[src/rtl/core/skset_pkg.sv]
// ----------------------------------------------------------------------------
// skset_pkg: shared definitions for the sorted key set
// Table geometry, key packing widths, opcode and status codes, and the link
// word passed between neighbouring cells of the sorted chain.
// ----------------------------------------------------------------------------
package skset_pkg;

    localparam int TABLE_ENTRIES = 256;
    localparam int KEY_CHARS     = 8;
    localparam int CHAR_W        = 8;
    localparam int KEY_W         = 64;
    localparam int IDX_W         = $clog2(KEY_CHARS + 1);

    // hit reduction: one registered OR per group, then one OR over groups
    localparam int GROUP_SIZE    = 16;
    localparam int GROUP_COUNT   = (TABLE_ENTRIES + GROUP_SIZE - 1) / GROUP_SIZE;

    localparam logic OP_ADD      = 1'b0;
    localparam logic OP_CHECK    = 1'b1;

    localparam logic STATUS_OK   = 1'b0;
    localparam logic STATUS_FULL = 1'b1;

    typedef struct packed {
        logic [KEY_W-1:0] key;
        logic             valid;
        logic             ge;     // empty, or stored key not below search key
    } skset_link_t;

endpackage

[src/rtl/core/skset_cell.sv]
// ----------------------------------------------------------------------------
// skset_cell: one entry of the sorted chain
// Holds one key, compares it with the broadcast search key and, on insert,
// takes the key of its lower neighbour or the new key.
// ----------------------------------------------------------------------------
module skset_cell
    import skset_pkg::*;
(
    input  logic             clk,
    input  logic             rst_n,
    input  logic             shift_en,
    input  logic [KEY_W-1:0] search_key,
    input  skset_link_t      prev_link,
    output skset_link_t      link,
    output logic             eq
);

    logic [KEY_W-1:0] key_reg, key_next;
    logic             valid_reg, valid_next;
    logic             ge;

    assign ge   = !valid_reg || (key_reg >= search_key);
    assign eq   = valid_reg && (key_reg == search_key);
    assign link = '{key: key_reg, valid: valid_reg, ge: ge};

    always_comb
    begin
        key_next   = key_reg;
        valid_next = valid_reg;
        if (shift_en && ge)
        begin
            // boundary cell takes the new key, cells above move up one place
            if (prev_link.ge)
            begin
                key_next   = prev_link.key;
                valid_next = prev_link.valid;
            end
            else
            begin
                key_next   = search_key;
                valid_next = 1'b1;
            end
        end
    end

    always_ff @(posedge clk)
    begin
        key_reg <= key_next;
    end

    always_ff @(posedge clk or negedge rst_n)
    begin
        if (!rst_n)
        begin
            valid_reg <= 1'b0;
        end
        else
        begin
            valid_reg <= valid_next;
        end
    end

endmodule

[config.mk]
export PLATFORM = sky130hd
export DESIGN_NAME = skset_cell
export DESIGN_NICKNAME = d
export VERILOG_FILES = /design/src/rtl/core/skset_pkg.sv /design/src/rtl/core/skset_cell.sv
export SDC_FILE = /design/constraint.sdc
export NUM_CORES = 1
export LEC_CHECK = 0
export ABC_AREA = 1
export ABC_CLOCK_PERIOD_IN_PS = 6500
export BUFFER_PORTS_ARGS = -buffer_cell sky130_fd_sc_hd__buf_2
export CAP_MARGIN = 5
export CORE_MARGIN = 2
export CORE_UTILIZATION = 43
export CTS_BUF_LIST = sky130_fd_sc_hd__clkbuf_8
export DETAILED_ROUTE_END_ITERATION = 10
export HOLD_SLACK_MARGIN = 0.08
export PLACE_DENSITY_LB_ADDON = 0.2
export SLEW_MARGIN = 30
export SYNTH_ARGS = -nofsm -noshare
export SYNTH_HDL_FRONTEND = slang
export SYNTH_SLANG_ARGS = --single-unit
[constraint.sdc]
create_clock -name clk -period 6.5 [get_ports clk]
set_input_delay 0 -clock clk [delete_from_list [all_inputs] [get_ports clk]]
set_output_delay 0 -clock clk [all_outputs]
set_load 0.1 [all_outputs]
==> summary.md <==
| Metric | Value |
|---|---|
| Diode count | 0 |
| Slowest-stage cell, CP | buf_4 |
| Slew HR | 47.9% |
| Remaining Overflow, GRT | 0 |
| Post-synthesis sequential area ratio | 44.4% |
| Worst Max-Slew Pin Slew | 0.782 ns |
| CTS H-tree lvls | 3 |
| FF-to-FF path depth | 10 |
| GRT Overall Usage | 23.5% |
| CTS-repair resized insts | 0 |
| FILL cells | 742 |
| Dpl ws | 3.47 ns |
| Crit Path Max Fanout | 35 |
| Worst Hold Depth | 3 |
| DRT Wirelength | 13.0 mm |
| Crit-path cells | ha_1 -> nand2_1 -> nor2_1 -> nand3_1 -> nor2_1 -> nand2_1 -> nand2_2 -> nand2_2 -> inv_2 -> buf_4 |
| Final Max Tran Viols | 0 |
| Endpoints failing hold | 0 |
| Distinct cells, synth | 20 |
| 1st-iter DRT viols | 220 |
| Initial antenna violation count | 0 |
| Worst setup SP type | flip-flop |
| Overall Power | 1.77 mW |
| Routability congestion estimate | 0.747 |
| Critical path capture point type | flip-flop |
| Post-route insts no fill | 974 |
| Num ports | 200 |
| CP arrival | 3.03 ns |
| Minimum clock period | 3.06 ns |
| Worst R2R Start | key_reg[55] |
| Vias/cell | 4.75 |
| WHS | 0.0545 ns |
| Syn Nets | 708 |
| Worst reg2reg setup slack | 3.44 ns |
| Clk buf depth | 2 |
| Finished Core Util | 71.4% |
| Die X | 105 um |
| # clock sinks | 65 |
| Synth Register Bits | 65 |
| Mapped Area | 4390 um2 |
| Hold Path Class | primary input to flip-flop |
| DRT Pass-1 Iters | 4 |
| Setup Skew | 0.0106 ns |
| Yosys Warn Count | 0 |
| Final Cell Area | 7010 um2 |
| Critical R2R Capture | key_reg[27] |
| Required time of the critical path | 6.47 ns |
| Worst vdd ir | 0.146 mV |
| Vias in the first global route | 4807 |
| Final ANT Viol Nets | 0 |
| DRC | 0 |
| Largest net degree at the start of global routing | 129 |
| CP Class | flip-flop to flip-flop |
| Cell row count | 36 |
| Layout cells sized above 1 | 27.1% |
| Core ar. | 9820 um2 |
| Area after DPL | 5490 um2 |
| Status | completed |
| CTS tree | yes |
| Clock-pin slew on the worst setup and hold paths | 0.08 ns |
| Cts bufs inserted | 9 |
| Vert. Die Dim | 105 um |
| Max-cap viol count | 0 |
| Total negative slack | 0 ns |
| Root Driver | clkbuf_8 |
| Hold Path Sink | key_reg[29] |
| Post-CTS Setup Inserts | 0 |
| Layout area overhead | 59.7% |
| Max reg flops | 64 |
| Port bufs | 199 |
| Final nets | 1033 |
| Syn Area/Cell | 8.59 um2 |
| First-pass GRT wire length | 21.2 mm |
| Max Clock Freq | 327 MHz |
| Post-Syn Instances | 511 |
| Final cycle utilization of the critical path | 47.1% |
| Worst-Skew Late Latency | 0.34 ns |
| Power Density | 252 nW/um2 |
| Die area | 11000 um2 |
| Hpwl dp | 8.55 mm |
| Setup Viol. Count Final | 0 |
| Leak Pwr | 3.56 nW |
| Unrepaired setup endpoints after global routing | no |
| HP Start | search_key[29] |
| Crit-path max cell delay | 0.53 ns |
| Placed cells | 828 |
| Setup ws final | 3.44 ns |
| Effective utilization at floorplan | 44.7% |
| Routed WL per cell | 13.3 um |
| DR vias | 4627 |
==> repair_timing <==
action	in CTS	in global routing
endpoints found under the setup margin	0	0
endpoints found under the hold margin	66	0
hold buffers	130	0
==> critical path, delay by kind of cell, from the launching register on <==
family | cells | cell delay, ns
buf+inv | 2 | 1.01
simple gates | 7 | 0.91
flops | 1 | 0.40
fa+ha+maj | 1 | 0.31
==> power by group <==
part / switching [mW] / internal (mW) / total [mW]
combinational: 0.610 / 0.210 / 0.820
clock: 0.164 / 0.213 / 0.376
sequential: 0.0320 / 0.539 / 0.571
==> cells in the mapped netlist <==
library cell	n	area (um2)
nand3_2	2	20.0
o21ai_0	68	340
mux2_2	1	11.3
a21o_1	4	30.0
o21a_1	2	15.0
nand2_1	138	518
nor2_1	25	93.8
edfxtp_1	64	1920
nor2_2	5	31.3
dfrtp_1	1	25.0
clkbuf_1	14	52.6
ha_1	64	801
nand3_1	7	35.0
inv_2	2	7.51
buf_4	2	15.0
nand4_1	3	18.8
nand2_2	2	12.5
inv_1	79	297
a21oi_1	27	135
and2_4	1	8.76
==> worst max path at each step <==
| stage | startpoint | to | slack, ns | cells past startpoint |
|---|---|---|---|---|
| final | key_reg[55] | key_reg[27] | 3.44 | 10 |
| after global routing | key_reg[55] | key_reg[27] | 3.15 | 10 |
| after CTS | key_reg[55] | key_reg[27] | 3.44 | 10 |
| after detailed placement | key_reg[63] | key_reg[26] | 3.47 | 11 |
| after global placement | key_reg[55] | key_reg[27] | 3.48 | 10 |
| after floorplan | key_reg[63] | key_reg[0] | 2.87 | 12 |
==> kinds of logic (layout without fill, tap and decap cells) <==
family / Yosys count / after routing / share of synthesized area, %
DFF: 65 / 65 / 44.4
AOI/OAI and AO/OA: 101 / 101 / 11.9
adders and majority gates: 64 / 64 / 18.2
and+or+nand+nor: 183 / 183 / 16.8
buffers and inverters: 97 / 427 / 8.47
muxes: 1 / 1 / 0.257
==> routing by layer <==
| metal | vias to the layer above | track usage, % | share of wire [%] |
|---|---|---|---|
| met5 | - | 0 | 0 |
| met2 | 154 | 44.4 | 52 |
| li1 | 2343 | - | - |
| met1 | 2114 | 26.5 | 40 |
| met4 | 0 | 6.48 | 1.2 |
| met3 | 16 | 4.99 | 6.2 |
==> cells in the final DEF (no fill, tap or decap), types with 4 or more instances in the layout <==
cell and n:
buf_2 198, nand2_1 138, dlygate4sd3_1 130, inv_1 80, o21ai_0 68, ha_1 64, edfxtp_1 64, a21oi_1 27
nor2_1 25, clkbuf_8 9, nand3_1 7, nor2_2 5, a21o_1 4
==> final cells by class <==
cell class | instances | area (um2) | area share, %
timing repair buffer | 330 | 2310 | 33.0
multi-input combinational | 349 | 2070 | 29.5
sequential | 65 | 1950 | 27.8
inverter | 81 | 304 | 4.34
tap | 133 | 166 | 2.37
clock buffer | 9 | 124 | 1.77
clock inverter | 7 | 87.6 | 1.25
Note: power is estimated with default switching activity, not from simulation.
