### src/rtl/core/skset_pkg.sv
// ----------------------------------------------------------------------------
// skset_pkg: shared definitions for the sorted key set
// Table geometry, key packing widths, opcode and status codes, and the link
// word passed between neighbouring cells of the sorted chain.
// ----------------------------------------------------------------------------
package skset_pkg;

    localparam int TABLE_ENTRIES = 256;
    localparam int KEY_CHARS     = 8;
    localparam int CHAR_W        = 8;
    localparam int KEY_W         = 64;
    localparam int IDX_W         = $clog2(KEY_CHARS + 1);

    // hit reduction: one registered OR per group, then one OR over groups
    localparam int GROUP_SIZE    = 16;
    localparam int GROUP_COUNT   = (TABLE_ENTRIES + GROUP_SIZE - 1) / GROUP_SIZE;

    localparam logic OP_ADD      = 1'b0;
    localparam logic OP_CHECK    = 1'b1;

    localparam logic STATUS_OK   = 1'b0;
    localparam logic STATUS_FULL = 1'b1;

    typedef struct packed {
        logic [KEY_W-1:0] key;
        logic             valid;
        logic             ge;     // empty, or stored key not below search key
    } skset_link_t;

endpackage

### src/rtl/core/skset_key_gather.sv
// ----------------------------------------------------------------------------
// skset_key_gather: key assembly
// Folds letters to lower case, packs up to KEY_CHARS characters first char in
// the top byte, stops on a zero character and clears after the last word.
// ----------------------------------------------------------------------------
module skset_key_gather
    import skset_pkg::*;
(
    input  logic              clk,
    input  logic              rst_n,
    input  logic              take,
    input  logic [CHAR_W-1:0] key_char,
    input  logic              key_last,
    output logic [KEY_W-1:0]  final_key
);

    localparam logic [CHAR_W-1:0] CHAR_UPPER_A = 8'h41;
    localparam logic [CHAR_W-1:0] CHAR_UPPER_Z = 8'h5A;
    localparam logic [CHAR_W-1:0] CASE_OFFSET  = 8'h20;

    logic [KEY_W-1:0] buffer_reg, buffer_next, buffer_upd;
    logic [IDX_W-1:0] index_reg, index_next, index_upd;
    logic             ended_reg, ended_next, ended_upd;
    logic [CHAR_W-1:0] char_fold;
    logic [2:0]        byte_sel;

    always_comb
    begin
        char_fold = key_char;
        if (key_char >= CHAR_UPPER_A && key_char <= CHAR_UPPER_Z)
        begin
            char_fold = key_char + CASE_OFFSET;
        end
        byte_sel   = 3'd7 - 3'(index_reg);
        buffer_upd = buffer_reg;
        index_upd  = index_reg;
        ended_upd  = ended_reg;
        if (!ended_reg && index_reg < IDX_W'(KEY_CHARS))
        begin
            if (key_char == '0)
            begin
                ended_upd = 1'b1;
            end
            else
            begin
                buffer_upd[{byte_sel, 3'b000} +: CHAR_W] = char_fold;
                index_upd = index_reg + 1'b1;
            end
        end
    end

    assign final_key = buffer_upd;

    always_comb
    begin
        buffer_next = buffer_reg;
        index_next  = index_reg;
        ended_next  = ended_reg;
        if (take)
        begin
            if (key_last)
            begin
                buffer_next = '0;
                index_next  = '0;
                ended_next  = 1'b0;
            end
            else
            begin
                buffer_next = buffer_upd;
                index_next  = index_upd;
                ended_next  = ended_upd;
            end
        end
    end

    always_ff @(posedge clk or negedge rst_n)
    begin
        if (!rst_n)
        begin
            buffer_reg <= '0;
            index_reg  <= '0;
            ended_reg  <= 1'b0;
        end
        else
        begin
            buffer_reg <= buffer_next;
            index_reg  <= index_next;
            ended_reg  <= ended_next;
        end
    end

endmodule

### config.mk
export PLATFORM = sky130hd
export DESIGN_NAME = skset_key_gather
export DESIGN_NICKNAME = d
export VERILOG_FILES = /design/src/rtl/core/skset_pkg.sv /design/src/rtl/core/skset_key_gather.sv
export SDC_FILE = /design/constraint.sdc
export NUM_CORES = 1
export LEC_CHECK = 0
export BUFFER_PORTS_ARGS = -buffer_cell sky130_fd_sc_hd__clkbuf_2
export CAP_MARGIN = 20
export CORE_UTILIZATION = 45
export CTS_BUF_LIST = sky130_fd_sc_hd__clkbuf_4 sky130_fd_sc_hd__clkbuf_8
export DETAILED_ROUTE_END_ITERATION = 10
export PLACE_DENSITY = 0.67
export SYNTH_ARGS = -nofsm -noshare
export SYNTH_HDL_FRONTEND = slang
export SYNTH_SLANG_ARGS = --single-unit
### constraint.sdc
create_clock -name clk -period 3.69 [get_ports clk]
set_input_delay 0.738 -clock clk [delete_from_list [all_inputs] [get_ports clk]]
set_output_delay 0.738 -clock clk [all_outputs]
set_load 0.1 [all_outputs]
==> results of run 1 <==
==> logic make-up after synthesis <==
family          synth area share [%]
flops                           43.2
buf+inv                         6.16
compound gates                  27.7
mux                            0.282
simple gates                    21.7
fa+ha+maj                      0.939
==> metrics by stage <==
stage	power (mW)	hold WS, ps	utilization (%)	cells	setup slack, ps
floorplan	2.88	442	-	475	-566
global placement	3.83	467	65.5	641	369
detailed placement	3.87	475	65.5	641	343
CTS	4.61	492	68.3	656	-9.89
global route	4.77	512	69.3	662	-14.7
finish	4.60	460	69.3	662	79.4
==> path summary, 6_finish.rpt <==
check | from | depth (start not counted) | end
min in group clk | buffer_reg[60]$_DFFE_PN0P_ | 2 | buffer_reg[60]$_DFFE_PN0P_
min reg2reg | buffer_reg[60]$_DFFE_PN0P_ | 2 | buffer_reg[60]$_DFFE_PN0P_
max reg2reg | index_reg[0]$_DFFE_PN0P_ | 9 | buffer_reg[3]$_DFFE_PN0P_
max | index_reg[0]$_DFFE_PN0P_ | 7 | final_key[4]
max in group asynchronous | rst_n | 2 | buffer_reg[62]$_DFFE_PN0P_
min | rst_n | 1 | buffer_reg[48]$_DFFE_PN0P_
==> per-layer routing <==
layer  global-route usage (%)  vias up  part of all wire (%)
li1                         -     1890                     -
met1                     37.4     2013                    40
met2                     45.4      167                    51
met3                     6.08       31                   7.1
met4                     10.1        0                   1.9
met5                        0        -                     0
==> worst register-to-register path, stage by stage (launching register included) <==
cell and delay [ps]:
sky130_fd_sc_hd__dfrtp_1 380, sky130_fd_sc_hd__ha_1 210, sky130_fd_sc_hd__ha_2 330, sky130_fd_sc_hd__or4b_4 560, sky130_fd_sc_hd__a2111oi_4 400, sky130_fd_sc_hd__buf_4 190
sky130_fd_sc_hd__clkinv_2 100, sky130_fd_sc_hd__buf_4 160, sky130_fd_sc_hd__a21oi_2 120, sky130_fd_sc_hd__o2bb2ai_1 80
==> layout make-up <==
class / count / area, um2
inverter: 18 / 81.3
timing repair inverter: 1 / 5.00
fill: 657 / 2670
multi-input combinational: 348 / 2270
timing repair buffer: 103 / 1560
tap: 108 / 135
clock inverter: 6 / 113
clock buffer: 9 / 124
sequential: 69 / 1730
==> timing repair <==
item / CTS / global route
setup endpoints to repair: 4 / 27
resized for setup: 1 / 11
cloned: 0 / 1
pin swaps: 0 / 1
setup buffers: 0 / 5
==> power groups by stage <==
| stage | clock network [mW] | logic [mW] | registers [mW] |
|---|---|---|---|
| 6_report | 0.742 | 2.85 | 1.02 |
| 2_1_floorplan | 0 | 1.88 | 1.00 |
| 3_3_place_gp | 0 | 2.81 | 1.02 |
| 3_5_place_dp | 0 | 2.84 | 1.03 |
| 4_1_cts | 0.749 | 2.84 | 1.02 |
| 5_1_grt | 0.783 | 2.95 | 1.04 |
==> cells in the mapped netlist (7+ instances only) <==
master                      count
sky130_fd_sc_hd__nand3_1       19
sky130_fd_sc_hd__nand2b_1       9
sky130_fd_sc_hd__dfrtp_1       69
sky130_fd_sc_hd__o2bb2ai_1     10
sky130_fd_sc_hd__a21oi_1        8
sky130_fd_sc_hd__clkbuf_1      25
sky130_fd_sc_hd__and3_1         9
sky130_fd_sc_hd__nor2b_1        9
sky130_fd_sc_hd__buf_2         11
sky130_fd_sc_hd__a31oi_1       10
sky130_fd_sc_hd__o21ai_0       76
sky130_fd_sc_hd__nand2_1      106
sky130_fd_sc_hd__o221ai_1      43
sky130_fd_sc_hd__nor2_1         7
sky130_fd_sc_hd__inv_1         17
==> impl_metrics.xml, run 1 <==
<?xml version="1.0" encoding="UTF-8"?>
<metrics>
  <group name="outcome">
    <metric name="status" unit="">completed</metric>
  </group>
  <group name="critical_path">
    <metric name="cell_chain_of_the_critical_path" unit="">ha_1 -&gt; ha_2 -&gt; or4b_4 -&gt; a2111oi_4 -&gt; bufinv_8 -&gt; o21ai_2 -&gt; buf_12</metric>
    <metric name="cp_slowest_stage_delay" unit="ps">560</metric>
    <metric name="path_buf_inv" unit="">2</metric>
    <metric name="crit_type" unit="">reg2out</metric>
    <metric name="crit_slowest_cell" unit="">sky130_fd_sc_hd__or4b_4</metric>
    <metric name="cp.arrival" unit="ps">2870</metric>
    <metric name="cp-end-kind" unit="">primary output</metric>
    <metric name="critical_path_required" unit="ps">2950</metric>
    <metric name="startpoint_type" unit="">flop</metric>
    <metric name="biggest_fanout_along_the_worst_timing_path" unit="">8</metric>
    <metric name="reg2reg_setup_slack" unit="ps">1050</metric>
    <metric name="cpLargestDelayFamily" unit="">compound AO/OA/AOI/OAI gates</metric>
  </group>
  <group name="floorplanning">
    <metric name="die_area" unit="mm2">0.00927</metric>
    <metric name="floorplan.initialDensity" unit="%">46.1</metric>
    <metric name="boundaryPins" unit="">76</metric>
    <metric name="core_region_area" unit="mm2">0.00868</metric>
    <metric name="die_width" unit="um">96.3</metric>
    <metric name="die-height" unit="um">96.3</metric>
    <metric name="rows" unit="">34</metric>
  </group>
  <group name="synth">
    <metric name="yosys_register_bits" unit="">69</metric>
    <metric name="ys_async_sr_fraction" unit="%">100</metric>
    <metric name="post-synth-top-area-fraction" unit="%">43.2</metric>
    <metric name="yosysUniqueCellTypes" unit="">44</metric>
    <metric name="cell_count_after_synthesis" unit="">475</metric>
    <metric name="yosysSeqAreaShare" unit="%">43.2</metric>
    <metric name="number_of_flops_mapped_to_enable_cells_by_yosys" unit="">0</metric>
    <metric name="yosysWarningCount" unit="">0</metric>
    <metric name="ys.flop_type" unit="">sky130_fd_sc_hd__dfrtp_1</metric>
    <metric name="synth.top_cells.by_area" unit="">sky130_fd_sc_hd__dfrtp_1 43%, sky130_fd_sc_hd__nand2_1 9.9%, sky130_fd_sc_hd__o21ai_0 9.5%</metric>
    <metric name="postSynthNetCount" unit="">490</metric>
    <metric name="synth.avg_cell_area" unit="um2">8.42</metric>
    <metric name="synth.cell_area" unit="mm2">0.00400</metric>
    <metric name="synth_top_area_cell" unit="">sky130_fd_sc_hd__dfrtp_1</metric>
  </group>
  <group name="sta">
    <metric name="final_period_minus_worst_setup_slack" unit="ps">3610</metric>
    <metric name="fin_tns_setup" unit="ps">0</metric>
    <metric name="hold_viol_final" unit="">0</metric>
    <metric name="timing_worst_slew_pin_value" unit="ps">816</metric>
    <metric name="timing.final.crit_share" unit="%">97.8</metric>
    <metric name="slew_violations" unit="">0</metric>
    <metric name="slew_headroom" unit="%">45.6</metric>
    <metric name="timing.clock.skew" unit="ps">11.6</metric>
    <metric name="final_setup_violations" unit="">0</metric>
    <metric name="max_clock_freq" unit="MHz">277</metric>
  </group>
  <group name="power">
    <metric name="seqPwrFrac" unit="%">22.1</metric>
    <metric name="max-vdd-ir-drop" unit="V">0.000372</metric>
    <metric name="clock_power_share" unit="%">16.1</metric>
    <metric name="power.share.switching" unit="%">50.2</metric>
    <metric name="p_int" unit="mW">2.29</metric>
    <metric name="logic_pwr_share" unit="%">61.8</metric>
    <metric name="power.density" unit="mW/mm2">766</metric>
    <metric name="static-leakage-power" unit="nW">2.53</metric>
    <metric name="switchingPower" unit="mW">2.31</metric>
  </group>
  <group name="route">
    <metric name="detailedRoute.firstIterationViolations" unit="">229</metric>
    <metric name="detailroute.via_count" unit="">4101</metric>
    <metric name="route.detailed.drc" unit="">0</metric>
    <metric name="routed_via_density" unit="">6.19</metric>
    <metric name="drtPass1Iterations" unit="">5</metric>
    <metric name="wirelength" unit="um">12500</metric>
    <metric name="drtAntennaViolNets" unit="">0</metric>
    <metric name="detail_route.wl_per_cell" unit="um">18.9</metric>
  </group>
  <group name="clock_network">
    <metric name="clockBufferDepth" unit="">2</metric>
    <metric name="clk-insertion-delay-late" unit="ps">350</metric>
    <metric name="cts_buffers" unit="">9</metric>
    <metric name="clk_pin_slew_worst_paths" unit="ps">80</metric>
    <metric name="cts.sinks" unit="">69</metric>
    <metric name="cts_tree" unit="">built</metric>
    <metric name="post_cts_hold_buffer_count" unit="">0</metric>
    <metric name="clk_root_buffer_cell" unit="">sky130_fd_sc_hd__clkbuf_8</metric>
    <metric name="cts-htree-levels" unit="">3</metric>
  </group>
  <group name="global_route">
    <metric name="vias_in_the_first_global_route" unit="">3908</metric>
    <metric name="grt_overflow" unit="">0</metric>
    <metric name="grt.total_usage" unit="%">28.2</metric>
    <metric name="grt_pass1_wl" unit="um">19500</metric>
    <metric name="antenna_violations_before_repair" unit="">0</metric>
    <metric name="grt_start_max_net_pins" unit="">49</metric>
  </group>
  <group name="finish">
    <metric name="final_antenna_diode_count" unit="">0</metric>
    <metric name="layout-drive-gt1-share" unit="%">36.1</metric>
    <metric name="postLayoutCellArea" unit="mm2">0.00601</metric>
    <metric name="flip_flop_count_of_the_largest_register_all_copies_and_words_added" unit="">64</metric>
    <metric name="layout.cells.most_common" unit="">sky130_fd_sc_hd__nand2_1</metric>
    <metric name="layout_common_cells" unit="">106 x sky130_fd_sc_hd__nand2_1, 69 x sky130_fd_sc_hd__dfrtp_1, 65 x sky130_fd_sc_hd__buf_12</metric>
    <metric name="area_growth_syn_to_layout" unit="%">50.3</metric>
    <metric name="design.final.nets" unit="">565</metric>
  </group>
  <group name="job">
    <metric name="max-cap-violations" unit="">0</metric>
  </group>
  <group name="placed_design">
    <metric name="placed_cell_area" unit="mm2">0.00569</metric>
    <metric name="placement.io_buffers" unit="">75</metric>
    <metric name="sum_of_net_half_perimeters_after_detailed_placement" unit="um">8560</metric>
    <metric name="finalWeightedCongestion" unit="">0.898</metric>
  </group>
  <group name="worst_hold_path">
    <metric name="path_class_of_the_lowest_slack_min_delay_path" unit="">in2async</metric>
  </group>
</metrics>
Note: power is estimated with default switching activity, not from simulation.
==> run 2: changes to the inputs <==
- CORE_ASPECT_RATIO: not set -> 0.7
==> impl_metrics.xml, run 2 (synthesis results as in run 1) <==
<?xml version="1.0" encoding="UTF-8"?>
<metrics>
  <group name="sta">
    <metric name="hold_viol_final" unit="">0</metric>
    <metric name="timing.final.crit_share" unit="%">96.7</metric>
    <metric name="final_period_minus_worst_setup_slack" unit="ps">3570</metric>
    <metric name="fin_tns_setup" unit="ps">0</metric>
    <metric name="timing.clock.skew" unit="ps">8.53</metric>
    <metric name="slew_violations" unit="">0</metric>
    <metric name="slew_headroom" unit="%">44.6</metric>
    <metric name="timing_worst_slew_pin_value" unit="ps">831</metric>
    <metric name="max_clock_freq" unit="MHz">280</metric>
    <metric name="final_setup_violations" unit="">0</metric>
  </group>
  <group name="route">
    <metric name="drtAntennaViolNets" unit="">0</metric>
    <metric name="wirelength" unit="um">11300</metric>
    <metric name="detailroute.via_count" unit="">3934</metric>
    <metric name="drtPass1Iterations" unit="">5</metric>
    <metric name="routed_via_density" unit="">5.90</metric>
    <metric name="detail_route.wl_per_cell" unit="um">17.0</metric>
    <metric name="route.detailed.drc" unit="">0</metric>
    <metric name="detailedRoute.firstIterationViolations" unit="">342</metric>
  </group>
  <group name="power">
    <metric name="power.density" unit="mW/mm2">764</metric>
    <metric name="static-leakage-power" unit="nW">2.51</metric>
    <metric name="max-vdd-ir-drop" unit="V">0.000485</metric>
  </group>
  <group name="clock_network">
    <metric name="cts_tree" unit="">built</metric>
    <metric name="clk_root_buffer_cell" unit="">sky130_fd_sc_hd__clkbuf_8</metric>
    <metric name="clk_pin_slew_worst_paths" unit="ps">70</metric>
    <metric name="post_cts_hold_buffer_count" unit="">0</metric>
    <metric name="cts_buffers" unit="">9</metric>
    <metric name="clk-insertion-delay-late" unit="ps">360</metric>
    <metric name="clockBufferDepth" unit="">2</metric>
    <metric name="cts.sinks" unit="">69</metric>
    <metric name="cts-htree-levels" unit="">3</metric>
  </group>
  <group name="placed_design">
    <metric name="placed_cells" unit="">646</metric>
    <metric name="placement.io_buffers" unit="">75</metric>
    <metric name="finalWeightedCongestion" unit="">0.896</metric>
    <metric name="sum_of_net_half_perimeters_after_detailed_placement" unit="um">7660</metric>
  </group>
  <group name="outcome">
    <metric name="status" unit="">completed</metric>
  </group>
  <group name="finish">
    <metric name="multi_input_comb_area" unit="mm2">0.00227</metric>
    <metric name="final_antenna_diode_count" unit="">0</metric>
    <metric name="design.final.nets" unit="">557</metric>
    <metric name="seq_area" unit="mm2">0.00173</metric>
    <metric name="layout_common_cells" unit="">106 x sky130_fd_sc_hd__nand2_1, 69 x sky130_fd_sc_hd__dfrtp_1, 68 x sky130_fd_sc_hd__buf_12</metric>
    <metric name="fin_cells" unit="">667</metric>
    <metric name="flip_flop_count_of_the_largest_register_all_copies_and_words_added" unit="">64</metric>
    <metric name="layout.cells.most_common" unit="">sky130_fd_sc_hd__nand2_1</metric>
    <metric name="nFillCells" unit="">686</metric>
    <metric name="layout-drive-gt1-share" unit="%">34.7</metric>
    <metric name="area_growth_syn_to_layout" unit="%">49.7</metric>
  </group>
  <group name="global_route">
    <metric name="antenna_violations_before_repair" unit="">0</metric>
    <metric name="grt.total_usage" unit="%">26.2</metric>
    <metric name="vias_in_the_first_global_route" unit="">3630</metric>
    <metric name="grt_start_max_net_pins" unit="">59</metric>
    <metric name="grt_pass1_wl" unit="um">18400</metric>
    <metric name="grt_overflow" unit="">0</metric>
  </group>
  <group name="critical_path">
    <metric name="startpoint_type" unit="">flop</metric>
    <metric name="cp-end-kind" unit="">primary output</metric>
    <metric name="critical_path_required" unit="ps">2950</metric>
    <metric name="cp.arrival" unit="ps">2830</metric>
    <metric name="biggest_fanout_along_the_worst_timing_path" unit="">8</metric>
    <metric name="crit_type" unit="">reg2out</metric>
  </group>
  <group name="floorplanning">
    <metric name="rows" unit="">28</metric>
    <metric name="die-height" unit="um">80.9</metric>
    <metric name="die_area" unit="mm2">0.00927</metric>
    <metric name="core_region_area" unit="mm2">0.00855</metric>
    <metric name="die_width" unit="um">115</metric>
    <metric name="floorplan.initialDensity" unit="%">46.8</metric>
    <metric name="boundaryPins" unit="">76</metric>
  </group>
  <group name="job">
    <metric name="max-cap-violations" unit="">0</metric>
  </group>
  <group name="worst_hold_path">
    <metric name="path_class_of_the_lowest_slack_min_delay_path" unit="">in2async</metric>
  </group>
</metrics>
## run 2: cell types whose count changed in the layout (fill, tap and decap cells not counted), moves of 2 or more
cell	delta
sky130_fd_sc_hd__buf_12	+3
sky130_fd_sc_hd__o21ai_2	-2
sky130_fd_sc_hd__o21ai_1	+2
sky130_fd_sc_hd__buf_4	-10
sky130_fd_sc_hd__clkbuf_8	+2
sky130_fd_sc_hd__clkinv_4	-2
## run 2: stage by stage
| stage | worst slack (ps) | util [%] | power (mW) | instance area [um2] | hold WS (ps) |
|---|---|---|---|---|---|
| 2_1_floorplan | -566 | - | 2.88 | 4210 | 442 |
| 3_3_place_gp | 274 | 66.5 | 3.83 | 5690 | 467 |
| 3_5_place_dp | 147 | 66.5 | 3.87 | 5690 | 475 |
| 4_1_cts | -27.6 | 69.5 | 4.59 | 5940 | 240 |
| 5_1_grt | -3.28 | 70.0 | 4.74 | 5990 | 262 |
| 6_report | 121 | 70.0 | 4.58 | 5990 | 244 |
## run 2: critical path, stage by stage, from the launching register on
cell and delay [ps]:
sky130_fd_sc_hd__dfrtp_1 420, sky130_fd_sc_hd__ha_1 230, sky130_fd_sc_hd__ha_4 250, sky130_fd_sc_hd__or4b_4 550, sky130_fd_sc_hd__a2111oi_4 380, sky130_fd_sc_hd__buf_4 210, sky130_fd_sc_hd__nor2_1 50, sky130_fd_sc_hd__a21oi_2 180
sky130_fd_sc_hd__buf_12 200
## run 2: metal layers
metal / vias to the layer above / GRT usage (%) / share of wire [%]
met5: - / 0 / 0
met1: 1885 / 36.3 / 46
met3: 18 / 4.78 / 5.6
met2: 149 / 41.1 / 47
met4: 0 / 10.0 / 1.2
li1: 1882 / - / -
## run 2: power breakdown
part / switching (mW) / leakage [nW] / internal (mW)
clock: 0.292 / 0.120 / 0.423
sequential: 0.101 / 0.936 / 0.917
combinational: 1.90 / 1.45 / 0.943
## run 2: final timing paths
check                      slack (ps)                         end  depth (start not counted)                        from
max reg2reg                      1130   buffer_reg[1]$_DFFE_PN0P_                          9    index_reg[1]$_DFFE_PN0P_
min reg2reg                       490  buffer_reg[26]$_DFFE_PN0P_                          2  buffer_reg[26]$_DFFE_PN0P_
min in group clk                  490  buffer_reg[26]$_DFFE_PN0P_                          2  buffer_reg[26]$_DFFE_PN0P_
max                               120                final_key[7]                          8    index_reg[1]$_DFFE_PN0P_
max in group asynchronous        2410  buffer_reg[21]$_DFFE_PN0P_                          2                       rst_n
min                               240  buffer_reg[44]$_DFFE_PN0P_                          1                       rst_n
## run 2: layout make-up
type | count | share of cell area, %
clock inverters | 4 | 1.17
well taps | 120 | 2.51
repair buffers | 96 | 25.8
clock buffers | 12 | 2.65
multi-input cells | 348 | 37.9
flip-flops and latches | 69 | 28.8
inverters | 18 | 1.17
## run 2: repair_timing
item,4_1_cts,5_1_grt
resized for setup,4,4
pin swaps,1,1
endpoints found under the setup margin,7,17
cloned,0,0
endpoints found under the hold margin,0,0
buffers inserted,1,4
